`src/hw/rtl/mpenc_pkg.sv`:
```
`default_nettype none
package mpenc_pkg;

	typedef enum logic [3:0] {
		FN_UINT  = 4'd0,
		FN_INT   = 4'd1,
		FN_BOOL  = 4'd2,
		FN_NIL   = 4'd3,
		FN_FLT32 = 4'd4,
		FN_ARR   = 4'd5,
		FN_MAP   = 4'd6,
		FN_STR   = 4'd7,
		FN_BIN   = 4'd8,
		FN_RAW   = 4'd9
	} func_t;

	typedef logic [7:0] mp_byte_t;

	localparam mp_byte_t MP_NIL    = 8'hc0;
	localparam mp_byte_t MP_FALSE  = 8'hc2;
	localparam mp_byte_t MP_TRUE   = 8'hc3;
	localparam mp_byte_t MP_BIN8   = 8'hc4;
	localparam mp_byte_t MP_BIN16  = 8'hc5;
	localparam mp_byte_t MP_BIN32  = 8'hc6;
	localparam mp_byte_t MP_FLT32  = 8'hca;
	localparam mp_byte_t MP_UINT8  = 8'hcc;
	localparam mp_byte_t MP_UINT16 = 8'hcd;
	localparam mp_byte_t MP_UINT32 = 8'hce;
	localparam mp_byte_t MP_UINT64 = 8'hcf;
	localparam mp_byte_t MP_INT8   = 8'hd0;
	localparam mp_byte_t MP_INT16  = 8'hd1;
	localparam mp_byte_t MP_INT32  = 8'hd2;
	localparam mp_byte_t MP_INT64  = 8'hd3;
	localparam mp_byte_t MP_STR8   = 8'hd9;
	localparam mp_byte_t MP_STR16  = 8'hda;
	localparam mp_byte_t MP_STR32  = 8'hdb;
	localparam mp_byte_t MP_ARR16  = 8'hdc;
	localparam mp_byte_t MP_ARR32  = 8'hdd;
	localparam mp_byte_t MP_MAP16  = 8'hde;
	localparam mp_byte_t MP_MAP32  = 8'hdf;
	localparam mp_byte_t MP_FIXARR = 8'h90;
	localparam mp_byte_t MP_FIXMAP = 8'h80;
	localparam mp_byte_t MP_FIXSTR = 8'ha0;

	// largest encoding: prefix plus eight data bytes
	localparam int MaxBytes = 9;

endpackage
`default_nettype wire

```
`src/hw/rtl/mpenc_if.sv`:
```
`default_nettype none
interface mpenc_req_if;
	logic        valid;
	logic        ready;
	logic [3:0]  func;
	logic [63:0] value;

	modport source (output valid, func, value, input ready);
	modport sink   (input valid, func, value, output ready);
	modport mon    (input valid, ready, func, value);
endinterface

interface mpenc_byte_if;
	logic       valid;
	logic       ready;
	logic [7:0] out_byte;
	logic       last;

	modport source (output valid, out_byte, last, input ready);
	modport sink   (input valid, out_byte, last, output ready);
	modport mon    (input valid, ready, out_byte, last);
endinterface
`default_nettype wire

```
`src/hw/rtl/msgpack_value_encoder.sv`:
```
// an accepted request beat is registered in the input stage, then encoded into the shifter
// throughput: one byte per cycle absent back-pressure, set by the single byte-wide shifter
// n-byte requests (1 to 9) hold the shifter until their last byte leaves; one-byte requests
// flow at one per cycle absent back-pressure; the next request is encoded during the drain
// reset: arst_n low clears the input stage valid and the shifter byte count at once
`default_nettype none
module msgpack_value_encoder (
	input  wire          clk,
	input  wire          arst_n,
	mpenc_req_if.sink    req,
	mpenc_byte_if.source rsp
);
	import mpenc_pkg::*;

	localparam int BufW = 8 * MaxBytes;
	localparam int CntW = $clog2(MaxBytes + 1);

	logic            valid_s1;
	logic [3:0]      func_s1;
	logic [63:0]     value_s1;

	logic [BufW-1:0] shift_s2;
	logic [CntW-1:0] cnt_s2;

	logic            s2_free;
	logic            out_beat;

	mp_byte_t        enc_hdr;
	logic [CntW-1:0] enc_nb;
	logic [CntW-1:0] enc_cnt;
	logic [63:0]     enc_data;
	logic [BufW-1:0] enc_buf;

	assign out_beat  = rsp.valid && rsp.ready;
	assign s2_free   = (cnt_s2 == '0) || ((cnt_s2 == CntW'(1)) && rsp.ready);
	assign req.ready = !valid_s1 || s2_free;

	assign rsp.valid    = cnt_s2 != '0;
	assign rsp.out_byte = shift_s2[BufW-1 -: 8];
	assign rsp.last     = cnt_s2 == CntW'(1);

	// shortest-form encoder: one prefix byte plus 0, 1, 2, 4 or 8 data bytes
	always_comb begin
		logic        fix_ok;
		logic        has8;
		mp_byte_t    fix_base;
		mp_byte_t    c8;
		mp_byte_t    c16;
		mp_byte_t    c32;
		logic        is_hdr;
		logic [63:0] v;

		v        = value_s1;
		enc_hdr  = v[7:0];
		enc_nb   = '0;
		enc_cnt  = CntW'(1);
		fix_ok   = 1'b0;
		has8     = 1'b0;
		fix_base = '0;
		c8       = '0;
		c16      = '0;
		c32      = '0;
		is_hdr   = 1'b0;

		case (func_s1)
			FN_UINT, FN_INT: begin
				if (!v[63] || func_s1 == FN_UINT) begin
					if (v[63:7] == '0) begin
						enc_hdr = v[7:0];
					end else if (v[63:8] == '0) begin
						enc_hdr = MP_UINT8;
						enc_nb  = CntW'(1);
					end else if (v[63:16] == '0) begin
						enc_hdr = MP_UINT16;
						enc_nb  = CntW'(2);
					end else if (v[63:32] == '0) begin
						enc_hdr = MP_UINT32;
						enc_nb  = CntW'(4);
					end else begin
						enc_hdr = MP_UINT64;
						enc_nb  = CntW'(8);
					end
				end else begin
					if (&v[63:5]) begin
						enc_hdr = v[7:0];
					end else if (&v[63:7]) begin
						enc_hdr = MP_INT8;
						enc_nb  = CntW'(1);
					end else if (&v[63:15]) begin
						enc_hdr = MP_INT16;
						enc_nb  = CntW'(2);
					end else if (&v[63:31]) begin
						enc_hdr = MP_INT32;
						enc_nb  = CntW'(4);
					end else begin
						enc_hdr = MP_INT64;
						enc_nb  = CntW'(8);
					end
				end
			end
			FN_BOOL:  enc_hdr = (v != '0) ? MP_TRUE : MP_FALSE;
			FN_NIL:   enc_hdr = MP_NIL;
			FN_FLT32: begin
				enc_hdr = MP_FLT32;
				enc_nb  = CntW'(4);
			end
			FN_ARR: begin
				is_hdr   = 1'b1;
				fix_ok   = v[63:4] == '0;
				fix_base = MP_FIXARR;
				c16      = MP_ARR16;
				c32      = MP_ARR32;
			end
			FN_MAP: begin
				is_hdr   = 1'b1;
				fix_ok   = v[63:4] == '0;
				fix_base = MP_FIXMAP;
				c16      = MP_MAP16;
				c32      = MP_MAP32;
			end
			FN_STR: begin
				is_hdr   = 1'b1;
				fix_ok   = v[63:5] == '0;
				fix_base = MP_FIXSTR;
				has8     = 1'b1;
				c8       = MP_STR8;
				c16      = MP_STR16;
				c32      = MP_STR32;
			end
			FN_BIN: begin
				is_hdr = 1'b1;
				has8   = 1'b1;
				c8     = MP_BIN8;
				c16    = MP_BIN16;
				c32    = MP_BIN32;
			end
			FN_RAW:   enc_hdr = v[7:0];
			default:  enc_cnt = '0;
		endcase

		if (is_hdr) begin
			if (fix_ok) begin
				enc_hdr = fix_base | v[7:0];
			end else if (has8 && v[63:8] == '0) begin
				enc_hdr = c8;
				enc_nb  = CntW'(1);
			end else if (v[63:16] == '0) begin
				enc_hdr = c16;
				enc_nb  = CntW'(2);
			end else begin
				// oversized lengths keep only their low 32 bits
				enc_hdr = c32;
				enc_nb  = CntW'(4);
			end
		end

		if (enc_cnt != '0) begin
			enc_cnt = enc_nb + CntW'(1);
		end

		// left-align the data bytes behind the prefix
		case (enc_nb)
			CntW'(1): enc_data = {v[7:0], 56'h0};
			CntW'(2): enc_data = {v[15:0], 48'h0};
			CntW'(4): enc_data = {v[31:0], 32'h0};
			default:  enc_data = v;
		endcase

		enc_buf = {enc_hdr, enc_data};
	end

	always_ff @(posedge clk or negedge arst_n) begin
		if (!arst_n) begin
			valid_s1 <= 1'b0;
		end else if (req.ready) begin
			valid_s1 <= req.valid;
		end
	end

	always_ff @(posedge clk) begin
		if (req.valid && req.ready) begin
			func_s1  <= req.func;
			value_s1 <= req.value;
		end
	end

	always_ff @(posedge clk or negedge arst_n) begin
		if (!arst_n) begin
			cnt_s2 <= '0;
		end else if (s2_free) begin
			cnt_s2 <= valid_s1 ? enc_cnt : '0;
		end else if (out_beat) begin
			cnt_s2 <= cnt_s2 - CntW'(1);
		end
	end

	always_ff @(posedge clk) begin
		if (s2_free) begin
			shift_s2 <= enc_buf;
		end else if (out_beat) begin
			shift_s2 <= {shift_s2[BufW-9:0], 8'h00};
		end
	end

endmodule
`default_nettype wire

```
`src/flat_wrapper.sv`:
```
// flat-port wrapper written by rule: the top's interface ports become plain ports
module msgpack_value_encoder_flat import mpenc_pkg::*;
  (clk, arst_n, req_valid, req_func, req_value, req_ready, rsp_valid, rsp_out_byte, rsp_last, rsp_ready);
  mpenc_req_if req_i ();
  mpenc_byte_if rsp_i ();
  input  wire clk;
  input  wire arst_n;
  input wire logic [$bits(req_i.valid)-1:0] req_valid;
  input wire logic [$bits(req_i.func)-1:0] req_func;
  input wire logic [$bits(req_i.value)-1:0] req_value;
  output wire logic [$bits(req_i.ready)-1:0] req_ready;
  output wire logic [$bits(rsp_i.valid)-1:0] rsp_valid;
  output wire logic [$bits(rsp_i.out_byte)-1:0] rsp_out_byte;
  output wire logic [$bits(rsp_i.last)-1:0] rsp_last;
  input wire logic [$bits(rsp_i.ready)-1:0] rsp_ready;
  assign req_i.valid = req_valid;
  assign req_i.func = req_func;
  assign req_i.value = req_value;
  assign req_ready = req_i.ready;
  assign rsp_valid = rsp_i.valid;
  assign rsp_out_byte = rsp_i.out_byte;
  assign rsp_last = rsp_i.last;
  assign rsp_i.ready = rsp_ready;
  msgpack_value_encoder u_core (.clk(clk), .arst_n(arst_n), .req(req_i), .rsp(rsp_i));
endmodule
```
`config.mk`:
```
export PLATFORM = sky130hd
export DESIGN_NAME = msgpack_value_encoder_flat
export DESIGN_NICKNAME = d
export VERILOG_FILES = /design/src/hw/rtl/mpenc_pkg.sv /design/src/hw/rtl/mpenc_if.sv /design/src/hw/rtl/msgpack_value_encoder.sv /design/src/flat_wrapper.sv
export SDC_FILE = /design/constraint.sdc
export NUM_CORES = 1
export LEC_CHECK = 0
export BUFFER_PORTS_ARGS = -buffer_cell sky130_fd_sc_hd__buf_2
export CAP_MARGIN = 25
export CELL_PAD_IN_SITES_DETAIL_PLACEMENT = 0
export CELL_PAD_IN_SITES_GLOBAL_PLACEMENT = 1
export CORE_MARGIN = 10
export CORE_UTILIZATION = 50
export CTS_CLUSTER_SIZE = 8
export DETAILED_ROUTE_END_ITERATION = 10
export GPL_TIMING_DRIVEN = 0
export PLACE_DENSITY = 0.87
export SLEW_MARGIN = 20
export SYNTH_ARGS = -nofsm -noshare
export SYNTH_HDL_FRONTEND = slang
export SYNTH_SLANG_ARGS = --single-unit
```
`constraint.sdc`:
```
create_clock -name clk -period 13.4 [get_ports clk]
set_input_delay 1.34 -clock clk [delete_from_list [all_inputs] [get_ports clk]]
set_output_delay 1.34 -clock clk [all_outputs]
set_load 0.01 [all_outputs]
```
==> run_results.csv <==
group,metric,value,unit
clocking,clkTransAtPathRegs,0.06,ns
timing,rsz0062_at_grt,"no",
yosys,ys_seq_area_frac,0.6082,
routing,wirelength,21.56,mm
yosys,synth_ff_type,"edfxtp_1",
clocking,cts-root-buf,"clkbuf_16",
clocking,cts.path.max_buffers,2,
timing,fmax,203.9,MHz
yosys,synth_top_cell_by_area,"edfxtp_1",
critical_path,path_class,"reg2reg",
routing,dr.pass1.iters,6,
final_layout,syn2layout_area_growth,17.93,%
routing,drc,0,
grt,track_usage,0.2195,
die,dieArea,0.01941,mm^2
yosys,ys_types,61,
routing,drt_iter0_drc,836,
timing,setup_viol,0,
grt,gr-total-overflow,0,
die,rows,43,
placement,hpwl,15.69,mm
pwr,p_per_area,200.4,mW/mm^2
critical_path,cp-end-kind,"flop",
critical_path,critPathSlowestCell,"o2111ai_1",
timing,fin_skew,0.01020,ns
critical_path,crit_chain,"nor4_1 -> and4_1 -> and4_1 -> clkbuf_1 -> nand3_1 -> a21oi_1 -> o22ai_1 -> a22o_1 -> ha_1 -> o2111ai_1 -> nand2_1 -> buf_2 -> o21ai_0",
yosys,syn_inst,638,
grt,grt_pass1_vias,5779,
timing,worst_slew_pin_slew,0.9612,ns
job,drv_cap,0,
critical_path,cp_max_fo,10,
clocking,clock_sinks,145,
final_layout,final_core_util,0.6024,
final_layout,final_layout_size_suffix_gt1_frac,0.2005,
yosys,synth-simple-area-share,0.1942,
critical_path,path_buf_inv,2,
clocking,post_cts_resized,0,
pwr,p_leak,0.003091,uW
yosys,synth_compound_area_frac,0.1462,
final_layout,finalNonFillerCells,933,
yosys,synth_area,0.007118,mm^2
critical_path,critPathMostFrequentCell,"and4_1",
final_layout,n_antenna_cell,0,
clocking,cts_setup_buffers,0,
die,die-height,139.3,um
grt,grt_pass1_wl,33.33,mm
critical_path,cp-start-kind,"flop",
timing,fin_crit_sh,0.3660,
final_layout,stdcell_area,0.008394,mm^2
yosys,synth_top_family_by_area,"simple AND/OR/NAND/NOR gates",
yosys,synth_area_leaders,"edfxtp_1 59%, nand2_1 4.3%, a21oi_1 3.7%, nor2_1 2.8%, nand3_1 2.5%",
outcome,outcome,"completed",
timing,slew_viol_final,0,
timing,fin_crit,4.905,ns
critical_path,path_delay_family,"simple AND/OR/NAND/NOR gates",
die,core_area,0.01393,mm^2
min_path,hold_class,"reg2reg",
clocking,cts_buffers,17,
yosys,synth_xor_area_frac,0.001230,
placement,place_congestion,0.9468,
final_layout,fillers,1106,
pwr,ir_drop,0.0001235,V
yosys,synth_warnings,0,
grt,antenna_found_initial,0,
routing,antenna_left,0,
yosys,synth-seq-cells,145,
yosys,synth_edf_count,140,
critical_path,cp.arrival,5.12,ns
critical_path,required,13.62,ns
die,ioPinCount,83,
die,initial_core_util,0.5108,
timing,hold_viol,0,
timing,fin_setup_tns,0,ns
placement,dpl-instance-area,0.007819,mm^2
timing,hold_slack,0.5344,ns
routing,avgViaCountPerCell,6.258,
yosys,syn_avg_cell_area,11.16,um^2
timing,max-slew-margin-rel,0.3585,
yosys,yosysTopAreaCellShare,0.5906,
yosys,muxShareOfSynthArea,0,
routing,vias,5839,
placement,dpl.cell_count,902,
die,floorplan.die.width,139.3,um
clocking,hold_buffers,0,
yosys,synth_fa_ha_area_frac,0.01195,
grt,grt_max_degree,63,
clocking,clk-insertion-delay-late,0.43,ns
routing,wire_per_inst,23.10,um
clocking,cts_tree,"yes",
placement,port_buffers,82,
clocking,ctsHtreeMaxLevel,4,
critical_path,cp_slowest_stage_delay,0.78,ns
yosys,synthArstFlopShare,0.03448,
final_layout,layout.nets,819,
yosys,synth_fp_nets,716,
through the flow:
| step | total power (uW) | setup WS, ns |
|---|---|---|
| 2_1_floorplan | 1040 | 7.698 |
| 3_3_place_gp | 1199 | 6.112 |
| 3_5_place_dp | 1215 | 8.666 |
| 4_1_cts | 1681 | 8.616 |
| 5_1_grt | 1766 | 8.236 |
| 6_report | 1682 | 8.495 |
placed cells by master (no fill, tap or decap), types with 8 or more instances in the layout:
cell       instances
a21oi_1           53
a221oi_1          15
a31oi_1            8
and2_1            13
and3_1            12
and4_1            10
buf_2             92
buf_4              9
clkbuf_1          27
clkbuf_16         17
edfxtp_1         140
nand2_1           81
nand3_1           35
nand4_1           24
nor2_1            54
nor3_1            11
nor4_1            12
o211ai_1           8
o21ai_0           35
where the power goes:
group	total (uW)	switching, uW	internal (uW)
clock	466	191	275
sequential	770	80.8	690
combinational	445	286	159
tightest hold or removal path: stages (launching register included):
cell and delay [ns]:
edfxtp_1 0.32, nand2_1 0.04, o21ai_0 0.06
metal layers:
| layer | global-route usage | vias up | routed length [um] |
|---|---|---|---|
| li1 | - | 2648 | - |
| met1 | 0.2768 | 2807 | 8676 |
| met2 | 0.3516 | 321 | 10330 |
| met3 | 0.05342 | 63 | 1791 |
| met4 | 0.09445 | 0 | 760 |
| met5 | 0 | - | 0 |
cell families (layout without fill, tap and decap cells):
| family | Yosys count | after routing |
|---|---|---|
| adders and majority gates | 7 | 7 |
| AOI/OAI and AO/OA | 160 | 160 |
| and+or+nand+nor | 271 | 271 |
| DFF | 145 | 145 |
| buffers and inverters | 54 | 169 |
| xor gates and xnor gates | 1 | 1 |
path summary, 6_finish.rpt:
path / from / cells past startpoint / endpoint / slack (ns)
max reg2reg: u_core.value_s1[42] / 13 / u_core.shift_s2[31] / 8.50
min: u_core.shift_s2[14] / 2 / u_core.shift_s2[22] / 0.53
max: u_core.value_s1[42] / 13 / u_core.shift_s2[31] / 8.50
max in group asynchronous: arst_n / 1 / u_core.valid_s1 / 12.56
min reg2reg: u_core.shift_s2[14] / 2 / u_core.shift_s2[22] / 0.53
min in group asynchronous: arst_n / 1 / u_core.cnt_s2[2] / 0.72
sequential cells by signal, summed over array words and instances (netlist names):
| name | count |
|---|---|
| u_core.shift_s2 | 72 |
| u_core.value_s1 | 64 |
| u_core.func_s1 | 4 |
| u_core.valid_s1 | 1 |
| u_core.cnt_s2 | 4 |
area by class of cell:
class,count,area [um^2],share of cell area
clock inverters,11,132.6,0.01580
repair buffers,84,465.4,0.05545
well taps,180,225.2,0.02683
multi-input cells,439,2534,0.3018
plain buffers,47,245.2,0.02921
inverters,7,26.28,0.003130
flip-flops and latches,145,4329,0.5157
clock buffers,20,436.7,0.05202
synthesized netlist by cell type (3+ instances only):
library cell,number
o211ai_1,8
nand4_1,24
a221oi_1,15
nand3_1,35
nor4_1,13
o21ai_1,3
nand2_1,81
o21a_1,4
a21oi_1,53
a21o_1,3
buf_2,10
buf_4,9
inv_1,6
and4_1,10
nor3_1,11
nor2_1,54
a41oi_1,3
edfxtp_1,140
a31oi_1,8
buf_6,3
and3_1,12
o21ai_0,35
nand2b_1,4
ha_1,6
dfrtp_1,5
o31ai_1,4
clkbuf_1,24
o22ai_1,3
and2_1,14
(Power assumes the default switching activity.)
